**src/design/acl_pkg.sv**
```systemverilog
// Shared types, constants and helper functions for the alarm code lock.
// Used by the step logic, the top level and the testbench; no dependencies.
package acl_pkg;

  localparam int MaxDigits   = 8;
  localparam int CountW      = $clog2(MaxDigits + 1);
  localparam int IdxW        = (MaxDigits > 1) ? $clog2(MaxDigits) : 1;
  // The secret register holds eight two-bit digits at most.
  localparam int MatchDigits = (MaxDigits < 8) ? MaxDigits : 8;
  localparam int LenCmpW     = (CountW > 4) ? CountW : 4;

  localparam int TimerW  = 16;
  localparam int CfgW    = 16;
  localparam int CfgIdxW = 2;
  localparam int SecsW   = 7;

  localparam logic [TimerW-1:0] TimerSat = '1;

  localparam logic [15:0] SecretCodeReset   = 16'd579;
  localparam logic [3:0]  SecretLengthReset = 4'd6;
  localparam logic [15:0] PassTimeoutReset  = 16'd5000;
  localparam logic [15:0] BlinkHalfReset    = 16'd150;

  // floor(x / 1000) = floor(floor(x / 8) * 8389 / 2^20) for every 16-bit x.
  localparam int          DivPreShift = 3;
  localparam int          DivShift    = 20;
  localparam logic [13:0] DivRecip    = 14'd8389;

  typedef enum logic [CfgIdxW-1:0] {
    CfgSecretCode   = 2'd0,
    CfgSecretLength = 2'd1,
    CfgPassTimeout  = 2'd2,
    CfgBlinkHalf    = 2'd3
  } cfg_idx_e;

  typedef enum logic [1:0] {
    VerdictNone      = 2'd0,
    VerdictCorrect   = 2'd1,
    VerdictIncorrect = 2'd2
  } verdict_e;

  typedef enum logic {
    ReqTick = 1'b0,
    ReqKey  = 1'b1
  } req_type_e;

  typedef logic [1:0] digit_t;

  typedef struct packed {
    logic [15:0]       secret_code;
    logic [3:0]        secret_length;
    logic [TimerW-1:0] pass_timeout;
    logic [TimerW-1:0] blink_half;
  } cfg_t;

  typedef struct packed {
    logic       req_type;
    logic [2:0] key_digit;
    logic       motion_level;
    logic       shock_level;
  } item_t;

  typedef struct packed {
    logic             alarm_on;
    logic             led_on;
    logic [3:0]       digits_entered;
    logic             entry_open;
    logic [1:0]       verdict;
    logic [SecsW-1:0] seconds_left;
  } result_t;

  typedef struct packed {
    logic              armed;
    logic              led_level;
    logic [TimerW-1:0] blink_elapsed;
    logic [CountW-1:0] entry_count;
    logic              entry_overflow;
    logic [TimerW-1:0] entry_elapsed;
    logic              prev_motion;
    logic              prev_shock;
  } state_t;

  function automatic logic [TimerW-1:0] sat_inc(input logic [TimerW-1:0] v);
    return (v == TimerSat) ? TimerSat : v + TimerW'(1);
  endfunction

  // A saturated timer counts as past any period.
  function automatic logic is_past(input logic [TimerW-1:0] elapsed,
                                   input logic [TimerW-1:0] period);
    return (elapsed == TimerSat) || (elapsed > period);
  endfunction

endpackage

```
**src/design/acl_ifs.sv**
```systemverilog
// Valid/ready channel interfaces for the alarm code lock input and result words.
// Depends on nothing but plain logic signals.
interface acl_in_if;
  logic       valid;
  logic       ready;
  logic       req_type;
  logic [2:0] key_digit;
  logic       motion_level;
  logic       shock_level;

  modport source (output valid, req_type, key_digit, motion_level, shock_level,
                  input ready);
  modport sink   (input valid, req_type, key_digit, motion_level, shock_level,
                  output ready);
endinterface

interface acl_out_if;
  logic       valid;
  logic       ready;
  logic       alarm_on;
  logic       led_on;
  logic [3:0] digits_entered;
  logic       entry_open;
  logic [1:0] verdict;
  logic [6:0] seconds_left;

  modport source (output valid, alarm_on, led_on, digits_entered, entry_open, verdict,
                  seconds_left, input ready);
  modport sink   (input valid, alarm_on, led_on, digits_entered, entry_open, verdict,
                  seconds_left, output ready);
endinterface

```
**src/design/acl_step.sv**
```systemverilog
// Combinational next-state and result logic for one word of the alarm code lock.
// Depends on acl_pkg.
module acl_step (
  input  acl_pkg::cfg_t                            cfg_i,
  input  acl_pkg::state_t                          state_i,
  input  acl_pkg::digit_t [acl_pkg::MaxDigits-1:0] digits_i,
  input  acl_pkg::item_t                           item_i,
  output acl_pkg::state_t                          state_o,
  output acl_pkg::digit_t [acl_pkg::MaxDigits-1:0] digits_o,
  output acl_pkg::result_t                         result_o
);

  acl_pkg::state_t                          st;
  acl_pkg::digit_t [acl_pkg::MaxDigits-1:0] dig;
  acl_pkg::verdict_e                        verdict;
  logic                                     open_pre;
  logic                                     open_post;
  logic                                     key_ok;
  logic                                     judge;
  logic                                     digits_ok;
  logic                                     match;
  logic [2:0]                               key_m1;
  logic [acl_pkg::TimerW-1:0]               remaining;
  logic [acl_pkg::TimerW-acl_pkg::DivPreShift-1:0] rem_div8;
  logic [26:0]                              prod;
  logic [acl_pkg::SecsW-1:0]                secs;

  always_comb begin
    st       = state_i;
    dig      = digits_i;
    verdict  = acl_pkg::VerdictNone;
    open_pre = (st.entry_count != '0) || st.entry_overflow;

    if (item_i.req_type == acl_pkg::ReqTick) begin
      st.blink_elapsed = acl_pkg::sat_inc(st.blink_elapsed);
      if (open_pre) begin
        st.entry_elapsed = acl_pkg::sat_inc(st.entry_elapsed);
      end
    end

    // The LED follows the armed state from before this word.
    if (state_i.armed) begin
      if (acl_pkg::is_past(st.blink_elapsed, cfg_i.blink_half)) begin
        st.blink_elapsed = '0;
        st.led_level     = !st.led_level;
      end
    end else begin
      st.led_level = 1'b0;
    end

    if ((item_i.motion_level != st.prev_motion) || (item_i.shock_level != st.prev_shock)) begin
      st.armed = 1'b1;
    end
    st.prev_motion = item_i.motion_level;
    st.prev_shock  = item_i.shock_level;

    key_ok = (item_i.req_type == acl_pkg::ReqKey) &&
             (item_i.key_digit >= 3'd1) && (item_i.key_digit <= 3'd4);
    key_m1 = item_i.key_digit - 3'd1;
    if (key_ok) begin
      if (st.entry_count < acl_pkg::CountW'(acl_pkg::MaxDigits)) begin
        dig[st.entry_count[acl_pkg::IdxW-1:0]] = key_m1[1:0];
        st.entry_count = st.entry_count + acl_pkg::CountW'(1);
      end else begin
        st.entry_overflow = 1'b1;
      end
      st.entry_elapsed = '0;
    end

    digits_ok = 1'b1;
    for (int i = 0; i < acl_pkg::MatchDigits; i++) begin
      if ((acl_pkg::LenCmpW'(i) < acl_pkg::LenCmpW'(st.entry_count)) &&
          (dig[i] != cfg_i.secret_code[2*i +: 2])) begin
        digits_ok = 1'b0;
      end
    end
    match = digits_ok && !st.entry_overflow && (st.entry_count != '0) &&
            (acl_pkg::LenCmpW'(st.entry_count) == acl_pkg::LenCmpW'(cfg_i.secret_length)) &&
            (acl_pkg::LenCmpW'(st.entry_count) <= acl_pkg::LenCmpW'(acl_pkg::MatchDigits));

    open_post = (st.entry_count != '0) || st.entry_overflow;
    judge     = open_post && acl_pkg::is_past(st.entry_elapsed, cfg_i.pass_timeout);
    if (judge) begin
      if (match) begin
        st.armed = 1'b0;
        verdict  = acl_pkg::VerdictCorrect;
      end else begin
        verdict  = acl_pkg::VerdictIncorrect;
      end
      st.entry_count    = '0;
      st.entry_overflow = 1'b0;
      st.entry_elapsed  = '0;
      open_post         = 1'b0;
    end

    remaining = cfg_i.pass_timeout - st.entry_elapsed;
    rem_div8  = remaining[acl_pkg::TimerW-1:acl_pkg::DivPreShift];
    prod      = 27'(rem_div8) * 27'(acl_pkg::DivRecip);
    if (open_post && (st.entry_elapsed <= cfg_i.pass_timeout)) begin
      secs = prod[acl_pkg::DivShift +: acl_pkg::SecsW];
    end else begin
      secs = '0;
    end
  end

  assign state_o  = st;
  assign digits_o = dig;

  assign result_o.alarm_on       = st.armed;
  assign result_o.led_on         = st.led_level;
  assign result_o.digits_entered = 4'(st.entry_count);
  assign result_o.entry_open     = open_post;
  assign result_o.verdict        = verdict;
  assign result_o.seconds_left   = secs;

endmodule

```
**src/design/alarm_code_lock.sv**
```systemverilog
// Top level of the alarm code lock: channel registers, lock state and configuration.
// Depends on acl_pkg, acl_in_if, acl_out_if and acl_step.
//
//   channel   direction  word contents
//   in_i      sink       req_type, key_digit, motion_level, shock_level
//   out_o     source     alarm_on, led_on, digits_entered, entry_open, verdict,
//                        seconds_left
//   cfg_*     write      cfg_idx_i selects a register, cfg_wdata_i is its value
//
// A word accepted on in_i sits in the input register and goes through the step logic
// into the result register once that register is empty or being emptied, so a stalled
// sink can hold it there. A new word is accepted every cycle while the sink takes
// results; the lock state is fed back through the combinational step logic.
// Reset restores the default secret, timeout and blink period and clears the lock.
// When the result register is full and not taken, the input register takes one more
// word and then in_i.ready stays low until the sink takes the waiting result.
module alarm_code_lock (
  input  logic                         clk_i,
  input  logic                         rst_ni,
  acl_in_if.sink                       in_i,
  acl_out_if.source                    out_o,
  input  logic                         cfg_we_i,
  input  logic [acl_pkg::CfgIdxW-1:0]  cfg_idx_i,
  input  logic [acl_pkg::CfgW-1:0]     cfg_wdata_i
);

  localparam acl_pkg::state_t StateReset = '{
    armed:          1'b0,
    led_level:      1'b0,
    blink_elapsed:  acl_pkg::TimerSat,
    entry_count:    '0,
    entry_overflow: 1'b0,
    entry_elapsed:  '0,
    prev_motion:    1'b0,
    prev_shock:     1'b0
  };

  acl_pkg::cfg_t                            cfg_q;
  acl_pkg::state_t                          state_q;
  acl_pkg::state_t                          state_d;
  acl_pkg::digit_t [acl_pkg::MaxDigits-1:0] digits_q;
  acl_pkg::digit_t [acl_pkg::MaxDigits-1:0] digits_d;
  acl_pkg::item_t                           in_item_q;
  acl_pkg::item_t                           in_item;
  logic                                     in_valid_q;
  acl_pkg::result_t                         out_q;
  acl_pkg::result_t                         out_d;
  logic                                     out_valid_q;
  logic                                     advance;
  logic                                     in_take;

  // A held word moves on when the result register is empty or being emptied.
  assign advance  = in_valid_q && (!out_valid_q || out_o.ready);
  assign in_i.ready = !in_valid_q || advance;
  assign in_take  = in_i.valid && in_i.ready;

  assign in_item.req_type     = in_i.req_type;
  assign in_item.key_digit    = in_i.key_digit;
  assign in_item.motion_level = in_i.motion_level;
  assign in_item.shock_level  = in_i.shock_level;

  // Configuration registers. Writes must arrive only while the lock is idle; the block does not enforce this.
  always_ff @(posedge clk_i or negedge rst_ni) begin
    if (!rst_ni) begin
      cfg_q.secret_code   <= acl_pkg::SecretCodeReset;
      cfg_q.secret_length <= acl_pkg::SecretLengthReset;
      cfg_q.pass_timeout  <= acl_pkg::PassTimeoutReset;
      cfg_q.blink_half    <= acl_pkg::BlinkHalfReset;
    end else if (cfg_we_i) begin
      unique case (acl_pkg::cfg_idx_e'(cfg_idx_i))
        acl_pkg::CfgSecretCode:   cfg_q.secret_code   <= cfg_wdata_i;
        acl_pkg::CfgSecretLength: cfg_q.secret_length <= cfg_wdata_i[3:0];
        acl_pkg::CfgPassTimeout:  cfg_q.pass_timeout  <= cfg_wdata_i;
        acl_pkg::CfgBlinkHalf:    cfg_q.blink_half    <= cfg_wdata_i;
      endcase
    end
  end

  // Input register: holds the accepted word until the step logic consumes it.
  always_ff @(posedge clk_i or negedge rst_ni) begin
    if (!rst_ni) begin
      in_valid_q <= 1'b0;
    end else if (in_take) begin
      in_valid_q <= 1'b1;
    end else if (advance) begin
      in_valid_q <= 1'b0;
    end
  end

  always_ff @(posedge clk_i) begin
    if (in_take) begin
      in_item_q <= in_item;
    end
  end

  acl_step u_step (
    .cfg_i    (cfg_q),
    .state_i  (state_q),
    .digits_i (digits_q),
    .item_i   (in_item_q),
    .state_o  (state_d),
    .digits_o (digits_d),
    .result_o (out_d)
  );

  // Lock state and the result valid flag advance together with each word.
  always_ff @(posedge clk_i or negedge rst_ni) begin
    if (!rst_ni) begin
      state_q     <= StateReset;
      out_valid_q <= 1'b0;
    end else if (advance) begin
      state_q     <= state_d;
      out_valid_q <= 1'b1;
    end else if (out_o.ready) begin
      out_valid_q <= 1'b0;
    end
  end

  // The digit store is only read below the entry count, so it needs no reset.
  always_ff @(posedge clk_i) begin
    if (advance) begin
      digits_q <= digits_d;
      out_q    <= out_d;
    end
  end

  assign out_o.valid          = out_valid_q;
  assign out_o.alarm_on       = out_q.alarm_on;
  assign out_o.led_on         = out_q.led_on;
  assign out_o.digits_entered = out_q.digits_entered;
  assign out_o.entry_open     = out_q.entry_open;
  assign out_o.verdict        = out_q.verdict;
  assign out_o.seconds_left   = out_q.seconds_left;

  // A correct code always leaves the alarm disarmed.
  a_correct_disarms : assert property (@(posedge clk_i) disable iff (!rst_ni)
    (out_valid_q && (out_q.verdict == acl_pkg::VerdictCorrect)) |-> !out_q.alarm_on)
    else $error("correct verdict with alarm still on");

  // A judged entry is closed and empty in the same result.
  a_verdict_closes : assert property (@(posedge clk_i) disable iff (!rst_ni)
    (out_valid_q && (out_q.verdict != acl_pkg::VerdictNone)) |->
    (!out_q.entry_open && (out_q.digits_entered == 4'd0)))
    else $error("verdict given while entry still open");

  // No countdown is shown without an open entry.
  a_closed_no_secs : assert property (@(posedge clk_i) disable iff (!rst_ni)
    (out_valid_q && !out_q.entry_open) |-> (out_q.seconds_left == '0))
    else $error("seconds left shown with entry closed");

  // A word blocked by a full result register stays in the input register.
  a_in_hold : assert property (@(posedge clk_i) disable iff (!rst_ni)
    (in_valid_q && !advance) |=> (in_valid_q && $stable(in_item_q)))
    else $error("blocked input word lost");

endmodule

```
**src/flat_wrapper.sv**
```systemverilog
// flat-port wrapper written by rule: the top's interface ports become plain ports
module alarm_code_lock_flat 
  (clk_i, rst_ni, cfg_we_i, cfg_idx_i, cfg_wdata_i, in_i_valid, in_i_req_type, in_i_key_digit, in_i_motion_level, in_i_shock_level, in_i_ready, out_o_valid, out_o_alarm_on, out_o_led_on, out_o_digits_entered, out_o_entry_open, out_o_verdict, out_o_seconds_left, out_o_ready);
  acl_in_if in_i_i ();
  acl_out_if out_o_i ();
  input  logic clk_i;
  input  logic rst_ni;
  input  logic cfg_we_i;
  input  logic [acl_pkg::CfgIdxW-1:0] cfg_idx_i;
  input  logic [acl_pkg::CfgW-1:0] cfg_wdata_i;
  input wire logic [$bits(in_i_i.valid)-1:0] in_i_valid;
  input wire logic [$bits(in_i_i.req_type)-1:0] in_i_req_type;
  input wire logic [$bits(in_i_i.key_digit)-1:0] in_i_key_digit;
  input wire logic [$bits(in_i_i.motion_level)-1:0] in_i_motion_level;
  input wire logic [$bits(in_i_i.shock_level)-1:0] in_i_shock_level;
  output wire logic [$bits(in_i_i.ready)-1:0] in_i_ready;
  output wire logic [$bits(out_o_i.valid)-1:0] out_o_valid;
  output wire logic [$bits(out_o_i.alarm_on)-1:0] out_o_alarm_on;
  output wire logic [$bits(out_o_i.led_on)-1:0] out_o_led_on;
  output wire logic [$bits(out_o_i.digits_entered)-1:0] out_o_digits_entered;
  output wire logic [$bits(out_o_i.entry_open)-1:0] out_o_entry_open;
  output wire logic [$bits(out_o_i.verdict)-1:0] out_o_verdict;
  output wire logic [$bits(out_o_i.seconds_left)-1:0] out_o_seconds_left;
  input wire logic [$bits(out_o_i.ready)-1:0] out_o_ready;
  assign in_i_i.valid = in_i_valid;
  assign in_i_i.req_type = in_i_req_type;
  assign in_i_i.key_digit = in_i_key_digit;
  assign in_i_i.motion_level = in_i_motion_level;
  assign in_i_i.shock_level = in_i_shock_level;
  assign in_i_ready = in_i_i.ready;
  assign out_o_valid = out_o_i.valid;
  assign out_o_alarm_on = out_o_i.alarm_on;
  assign out_o_led_on = out_o_i.led_on;
  assign out_o_digits_entered = out_o_i.digits_entered;
  assign out_o_entry_open = out_o_i.entry_open;
  assign out_o_verdict = out_o_i.verdict;
  assign out_o_seconds_left = out_o_i.seconds_left;
  assign out_o_i.ready = out_o_ready;
  alarm_code_lock u_core (.clk_i(clk_i), .rst_ni(rst_ni), .in_i(in_i_i), .out_o(out_o_i), .cfg_we_i(cfg_we_i), .cfg_idx_i(cfg_idx_i), .cfg_wdata_i(cfg_wdata_i));
endmodule
```
**config.mk**
```make
export PLATFORM = sky130hd
export DESIGN_NAME = alarm_code_lock_flat
export DESIGN_NICKNAME = d
export VERILOG_FILES = /design/src/design/acl_pkg.sv /design/src/design/acl_ifs.sv /design/src/design/acl_step.sv /design/src/design/alarm_code_lock.sv /design/src/flat_wrapper.sv
export SDC_FILE = /design/constraint.sdc
export NUM_CORES = 1
export LEC_CHECK = 0
export ABC_AREA = 0
export BUFFER_PORTS_ARGS = -buffer_cell sky130_fd_sc_hd__buf_4
export CAP_MARGIN = 20
export CORE_ASPECT_RATIO = 0.8
export CORE_UTILIZATION = 60
export CTS_CLUSTER_DIAMETER = 200
export DETAILED_ROUTE_END_ITERATION = 12
export PLACE_DENSITY_LB_ADDON = 0.08
export SLEW_MARGIN = 20
export SYNTH_ARGS = -nofsm -noshare
export SYNTH_HDL_FRONTEND = slang
export SYNTH_SLANG_ARGS = --single-unit
```
**constraint.sdc**
```tcl
create_clock -name clk_i -period 11 [get_ports clk_i]
set_clock_uncertainty 0.2 [all_clocks]
set_input_delay 0.55 -clock clk_i [delete_from_list [all_inputs] [get_ports clk_i]]
set_output_delay 0.55 -clock clk_i [all_outputs]
set_load 0.05 [all_outputs]
```
# Word level (Yosys, flattened, before mapping)
# Cells that the tools add are included.
# totals
wordCells,146
register_bits,133
in_bits,29
output_inout_bits,18
# op_classes
add_sub_neg,5
n_mul,1
n_eq_ne,18
n_lt_le_gt_ge,17
reduce_logical,39
muxes,34
# ops
operator,count
$mux W16,8
$eq A16 B16 Y1 const B,4
$mux W21,2
$add A16 B1 Y16 const B,2
$gt A16 B16 Y1,2
$mul A13 B14 Y27 const B,1
$logic_and A1 B1 Y1,19
$mux W1,18
$mux W17,1
$bwmux W16,1
$le A16 B16 Y1,1
$lt A3 B4 Y1 const A,4
$ne A2 B2 Y1,8
$sub A16 B16 Y16,1
$lt A1 B4 Y1 const A,2
$lt A2 B4 Y1 const A,2
$reduce_and A2 Y1,4
$reduce_bool A4 Y1,2
$logic_or A1 B1 Y1,7
$demux W2 S3,1
$ge A3 B1 Y1 const B,2
$add A4 B1 Y4 const B,1
$eq A2 B2 Y1 const B,2
$eq A4 B4 Y1,1
other kinds (12),18

# Logic depth before layout (Yosys ltp)
# Gate-level depths: netlist of run 1.
# depth
ltp_word,23
mapped_depth,46
ltp_nobuf,42

# Cells and area by module
# From an unflattened synthesis of run 1, not the netlist that was laid out.
# hier_totals
hier_cells,1130
area_unflattened_um2,11192.0
# modules_own_cells
module,seq_area_each_um2,area_each_um2,cells_per_inst,n_inst
acl_step,0.0,6447.4,886,1
alarm_code_lock,3557.2,4744.6,244,1

# Worst setup path after synthesis of run 1
# No wires, ideal clock.
# synth_path
path_type,register to register
start,register u_core.state_q[19] (netlist bit)
end,register u_core.out_q (netlist bit u_core.out_o.seconds_left[5]) (data pin)
required_time_ns,10.539
setup_slack_ns,1.292
stages_incl_launch_ff,41
setup_ns,0.261
period_less_slack_ns,9.708
arrival_time_ns,9.247
n_path_buf,3
path_cell_list,dfrtp_1 clkbuf_1 clkbuf_1 inv_1 ha_1 nor4b_2 nor4_4 nand2_1 a21oi_1 ha_1 a2111oi_0 a211oi_1 a211oi_1 nor3_1 o21a_4 buf_8 or3_1 ha_1 [... 5 more ...] a21oi_1 xnor2_1 ha_1 ha_1 inv_1 fa_1 fa_1 fa_1 inv_1 ha_1 nand3_1 nor4_1 nand3_1 o41ai_1 o21a_1 a21o_1 a211o_1 a21oi_1
# synth_via
elab_chain_len,11
word_cells_on_any_way,21
classes_between,add/sub (2); mul (1); order compare (3); eq/ne (1); mux (7); reduce/logical (7)
# synth_rtl
element,line_no,text
start: declaration,alarm_code_lock.sv:39,acl_pkg::state_t state_q;
start signal: assignment,alarm_code_lock.sv:109,state_q <= StateReset;
start signal: assignment,alarm_code_lock.sv:112,state_q <= state_d;
$reduce_bool A4 Y1,acl_step.sv:32,open_pre = (st.entry_count != '0) || st.entry_overflow;
$logic_or A1 B1 Y1,acl_step.sv:32,
$mux W16,acl_step.sv:36,if (open_pre) begin
$mux W16,acl_step.sv:34,if (item_i.req_type == acl_pkg::ReqTick) begin
$mux W21 *,acl_step.sv:60,if (key_ok) begin
$gt A16 B16 Y1 / $eq A16 B16 Y1 (equally long branches),acl_pkg.sv:90,return (elapsed == TimerSat) || (elapsed > period);
$logic_or A1 B1 Y1,acl_pkg.sv:90,
$logic_and A1 B1 Y1,acl_step.sv:82,"judge = open_post && acl_pkg::is_past(st.entry_elapsed, cfg_i.pass_timeout);"
$mux W21,acl_step.sv:83,if (judge) begin
$sub A16 B16 Y16 / $le A16 B16 Y1 (equally long branches),"acl_step.sv:96, acl_step.sv:99",
$mul A13 B14 Y27 / $logic_and A1 B1 Y1 (equally long branches),"acl_step.sv:98, acl_step.sv:99",
end signal: assignment,alarm_code_lock.sv:123,out_q <= out_d;
end: declaration,alarm_code_lock.sv:46,acl_pkg::result_t out_q;
# Mark *: on every way between the ends. The rest lies on a longest branch, timed or not.
# A chain may end at the register's enable or synchronous reset.

# Final worst setup path of run 1
# layout_path
start,register u_core.in_item_q[2] (netlist bit)
end,register u_core.out_q (netlist bit u_core.out_o.seconds_left[5]) (data pin)
# layout_via
elab_chain_len,10
word_cells_on_any_way,17
classes_between,add/sub (1); mul (1); order compare (4); eq/ne (1); mux (3); reduce/logical (7)
# layout_rtl
element,line_no,text
start: declaration,alarm_code_lock.sv:43,acl_pkg::item_t in_item_q;
start signal: assignment,alarm_code_lock.sv:92,in_item_q <= in_item;
$ge A3 B1 Y1,acl_step.sv:58,(item_i.key_digit >= 3'd1) && (item_i.key_digit <= 3'd4);
$logic_and A1 B1 Y1,acl_step.sv:57,key_ok = (item_i.req_type == acl_pkg::ReqKey) &&
$logic_and A1 B1 Y1 *,acl_step.sv:58,
$mux W21 *,acl_step.sv:60,
"$gt A16 B16 Y1, or another cell as far along",acl_pkg.sv:90,
$logic_or A1 B1 Y1 (on tied branches),"acl_pkg.sv:90, acl_step.sv:81",
$logic_and A1 B1 Y1,acl_step.sv:82,
$mux W21,acl_step.sv:83,
$sub A16 B16 Y16 / $le A16 B16 Y1 (equally long branches),"acl_step.sv:96, acl_step.sv:99",
$mul A13 B14 Y27 / $logic_and A1 B1 Y1 (equally long branches),"acl_step.sv:98, acl_step.sv:99",
# Marked as above.

==> impl_metrics.ini, run 1 <==
[status]
status = completed

[synth]
ys_warn_count = 0
synth_nets = 1334
ys_types = 79
synth_fa_ha_area_share_pct = 19.1
synthCells = 1151
synth_top_family_by_area = adder cells
synth_area_sq_um = 10900
synth_xor_area_share_pct = 4.51
ys.flop_type = dfrtp_1
ys_ff_latch = 133
synth_compound_area_share_pct = 13.2
synth-simple-area-share_pct = 17.4
synth-edff-count = 38
muxShareOfSynthArea_pct = 7.06
syn_avg_cell_area_sq_um = 9.44
async_reset_ff_share_pct = 71.4
ys_seq_area_share_pct = 32.7

[hold_path]
hp-class = in -> reg

[worst_setup_path]
cp_common_cell = ha_1
r2r_start = u_core.in_item_q[2]
cp-start-kind = flop
endpoint = u_core.out_o.seconds_left[5]
cpPeakStageDelay_ps = 580
crit_path_start = u_core.in_item_q[2]
cp.required_ps = 10960
r2r_end = u_core.out_o.seconds_left[5]
worstPathMaxFanout = 29
crit_arrival_ps = 10420
worstSetupEndpointType = flop
criticalPathCategory = reg -> reg
ff2ff_path_depth = 33
crit_slowest_cell = edfxtp_1
r2r_slack_ps = 540

[timing]
fin_tns_setup_ps = 0
fin_ws_ps = 539
fmax_mhz = 95.6
finalSetupViolCount = 0
period_share_pct = 95.1
slew_headroom_pct = 36.5
finalCriticalPeriod_ps = 10460
rsz0062_at_grt = false
hold_viol_final = 0
worst_pin_slew_ps = 952
slew_violations = 0

[drt]
wl_microns = 26600
first_pass_iters = 8
viasPerCell = 6.06
wire_per_inst_microns = 18.5
drt_iter0_markers = 607
num_vias = 8698
ant_nets = 0
drc = 0

[final_layout]
drive_gt1_share_pct = 18.3
n_antenna_cell = 0
area_delta_synth_final_pct = 11.3
mostFrequentLayoutCell = ha_1
final_cells = 1435
nets = 1380
layout_common_cells = 134 x ha_1, 118 x inv_1, 105 x nand2_1

[job]
drv_cap = 0

[clock_tree]
tritoncts = built
numCtsBuffers = 17
clock_tree.buffer_depth = 2
clock_sinks = 133
root_buffer = clkbuf_16
ctsHtreeMaxLevel = 4
clk_pin_slew_ps = 60
clock_latency_ps = 430

[floorplan]
ios = 47
placementRows = 43
die_h_microns = 122
die_w_microns = 152
die_area_sq_um = 18700
core_area_sq_um = 17500
initial_utilization_pct = 62.0

[placed_design]
post-place-ws_ps = 308
io_buffers = 46
place_inst = 1402
globalplace.congestion = 0.937
dp_hpwl_microns = 20200

[global_route]
grt_pass1_wl_microns = 44200
antenna_found_initial = 0
grt_max_degree = 79
overflow = 0
grt_usage_pct = 30.4
grt_pass1_vias = 8309

[power]
p_per_area_nw_per_um2 = 333
p_leak_nw = 5.51
ir_drop_uv = 361
==> stage by stage <==
stage          total power, mW  hold WS [ps]  utilization [%]  area [sq um]
3_5_place_dp              3.44           238             65.4         11500
2_1_floorplan             2.78          54.4                -         10900
4_1_cts                   4.03          78.8             68.8         12100
6_report                  4.03          93.5             69.0         12100
3_3_place_gp              3.37           234             65.4         11500
5_1_grt                   4.49          79.6             69.0         12100
==> cell usage after synthesis, drive strengths merged, types with 5 or more instances <==
cell,instances,area (sq um)
nand3b,10,75.1
inv,119,447
and3,11,68.8
and2,7,43.8
clkbuf,28,105
o21ai,42,218
edfxtp,38,1140
ha,134,1680
nor2b,7,43.8
a211oi,12,103
nand4,31,200
nor2,75,282
buf,15,98.8
o211ai,7,52.6
a21o,11,82.6
a21oi,51,259
or3,11,68.8
xnor2,39,342
o41ai,7,61.3
o21a,11,90.1
xor2,17,149
mux2i,17,170
fa,20,400
nor4,7,65.1
a31oi,15,93.8
nor3,24,125
nand2b,13,81.3
nor3b,7,52.6
nand2,106,398
nand3,30,150
o31ai,17,143
mux2,53,597
dfstp,31,815
dfrtp,64,1600
a2111oi,5,45.0
==> timing repair <==
| action | CTS | global route |
|---|---|---|
| endpoints found under the setup margin | 0 | 6 |
| resized for setup | 0 | 5 |
| setup buffers | 0 | 0 |
| hold endpoints to repair | 17 | 0 |
| hold buffers | 1 | 0 |
==> power breakdown <==
| part | internal [mW] | switching (mW) |
|---|---|---|
| Sequential | 0.653 | 0.108 |
| Clock | 0.321 | 0.238 |
| Combinational | 1.15 | 1.55 |
==> critical path: cells and delay by family, from the launching register on <==
family                   cells  cell delay (ps)
flip-flops                   1              580
AO/OA/AOI/OAI               14             3470
adder cells (fa/ha/maj)      8             3080
buffers and inverters        2              200
AND/OR/NAND/NOR              9             2620
==> cells by family after synthesis <==
| group | count (synthesis) |
|---|---|
| simple gates | 365 |
| compound gates | 211 |
| flops | 133 |
| fa+ha+maj | 154 |
| buf+inv | 162 |
| mux | 70 |
| xor+xnor | 56 |
==> state kept, by name (all words and copies together), names as in the netlist <==
register and flops:
u_core.in_item_q 6, u_core.digits_q 16, u_core.out_o.alarm_on 1, u_core.in_valid_q 1, u_core.out_o.digits_entered 4, u_core.out_o.entry_open 1, u_core.out_o.seconds_left 7, u_core.out_o.led_on 1
u_core.out_o.valid 1, u_core.cfg_q 52, u_core.state_q 41, u_core.out_o.verdict 2
==> metal layers <==
metal  track usage [%]  part of all wire (%)  vias up
met5                 0                     0        -
li1                  -                     -     4211
met3              6.57                   6.3       34
met4              7.95                   1.4        0
met2              46.2                    44      265
met1              44.1                    48     4188
==> layout make-up <==
type / instances / area (sq um)
clock buffer: 19 / 475
tap: 225 / 282
multi-input combinational: 856 / 6700
fill: 1397 / 5440
timing repair buffer: 70 / 528
sequential: 133 / 3560
clock inverter: 13 / 109
inverter: 119 / 447
==> worst min path at each step <==
stage | start | endpoint | slack, ps | cells past startpoint
2_1_floorplan | rst_ni | u_core.cfg_q[0] | 50 | 0
3_3_place_gp | rst_ni | u_core.state_q[17] | 230 | 1
3_5_place_dp | rst_ni | u_core.state_q[14] | 240 | 1
4_1_cts | in_i_motion_level | u_core.in_item_q[1] | 80 | 1
5_1_grt | in_i_motion_level | u_core.in_item_q[1] | 80 | 1
6_report | in_i_key_digit[1] | u_core.in_item_q[3] | 90 | 1
No activity file was read; power rests on OpenSTA's default activity.
==> run 2: changes to the inputs <==
--- a/config.mk
+++ b/config.mk
@@ -16,4 +16,5 @@
 export SLEW_MARGIN = 20
 export SYNTH_ARGS = -nofsm -noshare
 export SYNTH_HDL_FRONTEND = slang
+export SYNTH_HIERARCHICAL = 1
 export SYNTH_SLANG_ARGS = --single-unit
==> run 2 against run 1 <==
Critical path depth is 4 higher. Cell area is 2.5% higher. Setup slack better by 27 ps. Non-clock buffer count is 4 lower. Synthesized area is 3.0% higher. Worst hold slack better by 14 ps. Global-route usage is 0.82 points lower. Cell count is 0.21% higher. Via count is 0.64% lower. Count of clock-buffer cells in the layout is 1 lower.
==> impl_metrics.ini, run 2 <==
[timing]
rsz0062_at_grt = false
fmax_mhz = 95.8
slew_violations = 0
hold_viol_final = 0
fin_tns_setup_ps = 0
worst_pin_slew_ps = 867
finalSetupViolCount = 0
period_share_pct = 94.9
finalCriticalPeriod_ps = 10430
slew_headroom_pct = 40.7

[global_route]
antenna_found_initial = 0
grt_pass1_vias = 8025
overflow = 0
grt_usage_pct = 29.6
grt_max_degree = 78
grt_pass1_wl_microns = 43400

[final_layout]
n_antenna_cell = 0
nets = 1356
largest_reg_flops = 52
layout_common_cells = 135 x ha_1, 122 x inv_1, 98 x mux2_2
drive_gt1_share_pct = 23.5
largestRegisters = u_core/cfg_q: 52 flops, u_core/state_q: 41 flops, u_core/digits_q: 16 flops
area_delta_synth_final_pct = 10.8
final_cells = 1438
top_register = u_core/cfg_q
fill_cells = 1449
mostFrequentLayoutCell = ha_1

[worst_setup_path]
cp-start-kind = flop
worstSetupEndpointType = flop
r2r_end = u_core/out_o.seconds_left[5]
cp.required_ps = 10950
cp_common_cell = ha_1
worstPathMaxFanout = 12
cp.buffers_inverters = 4
crit_slowest_cell = fa_1
criticalPathCategory = reg -> reg
cpLargestDelayFamily = adder cells
cpPeakStageDelay_ps = 580
r2r_start = u_core/in_item_q[2]
ff2ff_path_depth = 37
crit_arrival_ps = 10390
r2r_slack_ps = 570

[clock_tree]
clock_sinks = 133
clk_pin_slew_ps = 60
root_buffer = clkbuf_16
clock_tree.buffer_depth = 2
ctsHtreeMaxLevel = 4
tritoncts = built
numCtsBuffers = 17
clock_latency_ps = 420

[drt]
wl_microns = 27300
drt_iter0_markers = 727
ant_nets = 0
wire_per_inst_microns = 19.0
first_pass_iters = 5
drc = 0
viasPerCell = 6.01
num_vias = 8642

[placed_design]
dp_hpwl_microns = 21000
io_buffers = 46
place_inst = 1403
globalplace.congestion = 0.938

[synth]
synth.most_common_cell = ha_1
synth_top_area_cell = ha_1
synth-edff-count = 38
ys_ff_latch = 133
ys_warn_count = 6
ys.flop_type = dfrtp_1
netlist.area_leader.share_pct = 15.1
syn_avg_cell_area_sq_um = 9.90
async_reset_ff_share_pct = 71.4
synth_area_sq_um = 11200
synthCells = 1130
synthTopCellsByArea = ha_1 15%, dfrtp_1 14%, edfxtp_1 10%
ys_top_cells_by_count = 135 x ha_1, 122 x inv_1, 98 x mux2_2, 67 x nand2_1, 64 x dfrtp_1
ys_seq_area_share_pct = 31.8
ys_types = 88
synth_nets = 1314

[power]
ir_drop_uv = 427
p_leak_nw = 5.81
p_per_area_nw_per_um2 = 300

[floorplan]
core_area_sq_um = 18200
placementRows = 44
die_w_microns = 155
die_h_microns = 124
initial_utilization_pct = 61.4
ios = 47
die_area_sq_um = 19200

[hold_path]
hold_path_end = u_core/in_item_q[0]
hold_depth = 1
hp-class = in -> reg
worstHoldStart = in_i_shock_level

[status]
status = completed

[job]
drv_cap = 0
-- run 2: cell types whose count changed in the layout (fill, tap and decap cells not counted), moves of 8 or more --
cell     delta
inv_2       +9
nor4_1      +8
nand2_4    +10
a21o_1     +10
nand2_1    -39
mux2_2     +45
xnor2_1    -11
or3_1       -9
o31ai_1    -10
nor2_1     -22
-- run 2: how the worst max path moves through the flow --
| stage | from | endpoint | slack [ps] | cells past startpoint |
|---|---|---|---|---|
| 2_1_floorplan | u_core/state_q[20] | u_core/out_o.seconds_left[5] | 930 | 39 |
| 3_3_place_gp | u_core/in_item_q[2] | u_core/out_o.seconds_left[5] | 560 | 36 |
| 3_5_place_dp | u_core/state_q[19] | u_core/out_o.seconds_left[5] | 270 | 38 |
| 4_1_cts | u_core/state_q[19] | u_core/out_o.seconds_left[5] | 260 | 38 |
| 5_1_grt | u_core/in_item_q[2] | u_core/out_o.seconds_left[5] | 40 | 38 |
| 6_report | u_core/in_item_q[2] | u_core/out_o.seconds_left[5] | 570 | 37 |
-- run 2: kinds of logic (layout without fill, tap and decap cells) --
| family | Yosys count | after routing | synth area share, % |
|---|---|---|---|
| AOI/OAI and AO/OA | 179 | 179 | 11.0 |
| xor gates and xnor gates | 51 | 51 | 3.99 |
| adders and majority gates | 155 | 155 | 18.7 |
| buffers and inverters | 175 | 230 | 6.80 |
| DFF | 133 | 133 | 31.8 |
| muxes | 109 | 109 | 10.9 |
| and+or+nand+nor | 328 | 328 | 16.9 |
-- run 2: final cells by class --
class / count / area (sq um) / share of cell area [%]
Clock buffer: 18 / 439 / 3.54
Inverter: 132 / 495 / 4.00
Multi-Input combinational cell: 822 / 6900 / 55.7
Clock inverter: 14 / 174 / 1.40
Timing Repair Buffer: 66 / 514 / 4.15
Tap cell: 253 / 317 / 2.55
Sequential cell: 133 / 3560 / 28.7
-- run 2: worst register-to-register path, delay by kind of cell, from the launching register on --
kind            cells  cell delay (ps)
flops               1              530
xor+xnor            2              590
simple gates       10             2580
fa+ha+maj           9             3310
buf+inv             4              470
compound gates     12             2500
-- run 2: timing repair --
item,in CTS,in global routing
hold endpoints to repair,18,0
hold buffers,1,0
resized for setup,0,3
buffers inserted,0,2
endpoints found under the setup margin,0,6
-- run 2: routing by layer --
metal	routed length (microns)	GRT usage [%]	up-vias	part of all wire [%]
met4	381	7.80	0	1.4
met2	11900	45.2	345	44
met5	0	0	-	0
met3	1880	5.15	37	6.9
li1	-	-	4142	-
met1	13100	43.3	4118	48
-- run 2: through the flow --
step | hold WS (ps) | power (mW) | util (%) | instance area, sq um | setup WS (ps)
3_3_place_gp | 248 | 3.05 | 64.3 | 11700 | 563
3_5_place_dp | 251 | 3.10 | 64.3 | 11700 | 272
4_1_cts | 89.0 | 3.73 | 67.8 | 12300 | 263
2_1_floorplan | 54.4 | 2.49 | - | 11200 | 929
5_1_grt | 92.0 | 4.12 | 68.0 | 12400 | 44.2
6_report | 108 | 3.72 | 68.0 | 12400 | 566
-- run 2: report_power, final --
| part | total, mW | switching (mW) | internal, mW |
|---|---|---|---|
| Clock | 0.596 | 0.230 | 0.365 |
| Sequential | 0.735 | 0.0962 | 0.638 |
| Combinational | 2.39 | 1.38 | 1.01 |
==> run 3: changes to the inputs <==
--- a/config.mk
+++ b/config.mk
@@ -13,6 +13,7 @@
 export CTS_CLUSTER_DIAMETER = 200
 export DETAILED_ROUTE_END_ITERATION = 12
 export PLACE_DENSITY_LB_ADDON = 0.08
+export REMOVE_ABC_BUFFERS = 1
 export SLEW_MARGIN = 20
 export SYNTH_ARGS = -nofsm -noshare
 export SYNTH_HDL_FRONTEND = slang
==> run 3 against run 2 <==
Fmax is 1.1% higher. First-iteration DRC count is 8.4% lower. Die area stayed put. Global-route usage is 0.84 points lower. Critical path type unchanged. Non-clock buffer count is 3 higher.
==> impl_metrics.ini, run 3 (synthesized netlist as in run 2, its figures left out) <==
[placed_design]
globalplace.congestion = 0.947
dp_hpwl_microns = 20200
post-place-ws_ps = 315
io_buffers = 46

[worst_setup_path]
r2r_start = u_core/state_q[19]
crit_slowest_cell = fa_1
worstPathMaxFanout = 10
cpLargestDelayFamily = compound AO/OA/AOI/OAI gates
cp_common_cell = ha_1
cp.buffers_inverters = 3
criticalPathCategory = reg -> reg
crit_arrival_ps = 10270
crit_path_start = u_core/state_q[19]
cpPeakStageDelay_ps = 560
cp.required_ps = 10950
cp-start-kind = flop
worstSetupEndpointType = flop

[clock_tree]
tritoncts = built
clock_latency_ps = 420
clock_tree.buffer_depth = 2
ctsHtreeMaxLevel = 4
clk_pin_slew_ps = 60
numCtsBuffers = 17
clock_sinks = 133
root_buffer = clkbuf_16

[timing]
finalCriticalPeriod_ps = 10320
hold_viol_final = 0
slew_headroom_pct = 41.0
period_share_pct = 93.8
finalSetupViolCount = 0
holdWs_ps = 102
slew_violations = 0
fmax_mhz = 96.9
fin_tns_setup_ps = 0
worst_pin_slew_ps = 863
fin_ws_ps = 677
rsz0062_at_grt = false

[final_layout]
n_antenna_cell = 0
largest_reg_flops = 52
largestRegisters = u_core/cfg_q: 52 flops, u_core/state_q: 41 flops, u_core/digits_q: 16 flops
drive_gt1_share_pct = 23.8
nets = 1359
layout_common_cells = 135 x ha_1, 122 x inv_1, 98 x mux2_2
mostFrequentLayoutCell = ha_1
top_register = u_core/cfg_q
area_delta_synth_final_pct = 11.0

[global_route]
overflow = 0
grt_pass1_vias = 7976
antenna_found_initial = 0
grt_usage_pct = 28.8
grt_max_degree = 71
grt_pass1_wl_microns = 42500

[status]
status = completed

[floorplan]
die_area_sq_um = 19200
ios = 47
placementRows = 44
die_h_microns = 124
core_area_sq_um = 18200
die_w_microns = 155
initial_utilization_pct = 61.4

[drt]
first_pass_iters = 5
num_vias = 8614
wl_microns = 26700
drt_iter0_markers = 666
ant_nets = 0
viasPerCell = 5.98
drc = 0
wire_per_inst_microns = 18.6

[hold_path]
worstHoldStart = in_i_key_digit[2]
hp-class = in -> reg

[job]
drv_cap = 0

[power]
p_per_area_nw_per_um2 = 300
p_leak_nw = 5.82
ir_drop_uv = 454
==> run 3: power by group <==
group / internal (mW) / switching [mW] / leakage, nW / total [mW]
registers: 0.638 / 0.0885 / 1.48 / 0.727
clock network: 0.383 / 0.232 / 0.296 / 0.615
logic: 1.02 / 1.36 / 4.05 / 2.38
total: 2.05 / 1.68 / 5.82 / 3.72
==> run 3: final timing paths <==
path / cells after the start / endpoint / slack [ps]
worst max-delay path: 38 / u_core/out_o.seconds_left[5] / 680
worst min-delay path: 1 / u_core/in_item_q[4] / 100
worst max register to register: 38 / u_core/out_o.seconds_left[5] / 680
worst min register to register: 1 / u_core/out_o.valid / 310
max in group asynchronous: 3 / u_core/cfg_q[38] / 9000
min in group asynchronous: 2 / u_core/state_q[6] / 390
==> run 3: worst reg2reg max path, delay by kind of cell (launching register included) <==
family | cells | cell delay [ps]
AOI/OAI and AO/OA | 13 | 3360
and+or+nand+nor | 11 | 2270
buffers and inverters | 3 | 190
xor gates and xnor gates | 2 | 480
adders and majority gates | 9 | 3200
DFF | 1 | 350
==> run 3: layout make-up <==
type	count	area, sq um
timing repair buffer	69	520
multi-input combinational	822	6910
clock inverter	14	199
inverter	132	495
sequential	133	3560
tap	253	317
clock buffer	18	429
fill	1413	5800
==> run 3: per-stage QoR <==
stage          total power [mW]  utilization, %  area, sq um  instances
2_1_floorplan              2.46               -        10900       1087
3_3_place_gp               3.01            64.4        11700       1405
3_5_place_dp               3.08            64.4        11700       1405
4_1_cts                    3.74            67.9        12400       1438
5_1_grt                    4.11            68.2        12400       1441
6_report                   3.72            68.2        12400       1441
==> run 3: timing repair <==
action,CTS,global route
setup endpoints to repair,0,6
hold buffers,1,0
gates resized for setup,0,5
buffers inserted,0,3
hold endpoints to repair,25,0
==> run 3: layer usage <==
metal	vias up	wire, microns	GRT usage, %
li1	4156	-	-
met1	4147	12900	40.7
met2	273	11900	44.4
met3	38	1480	5.71
met4	0	432	9.10
met5	-	0	0
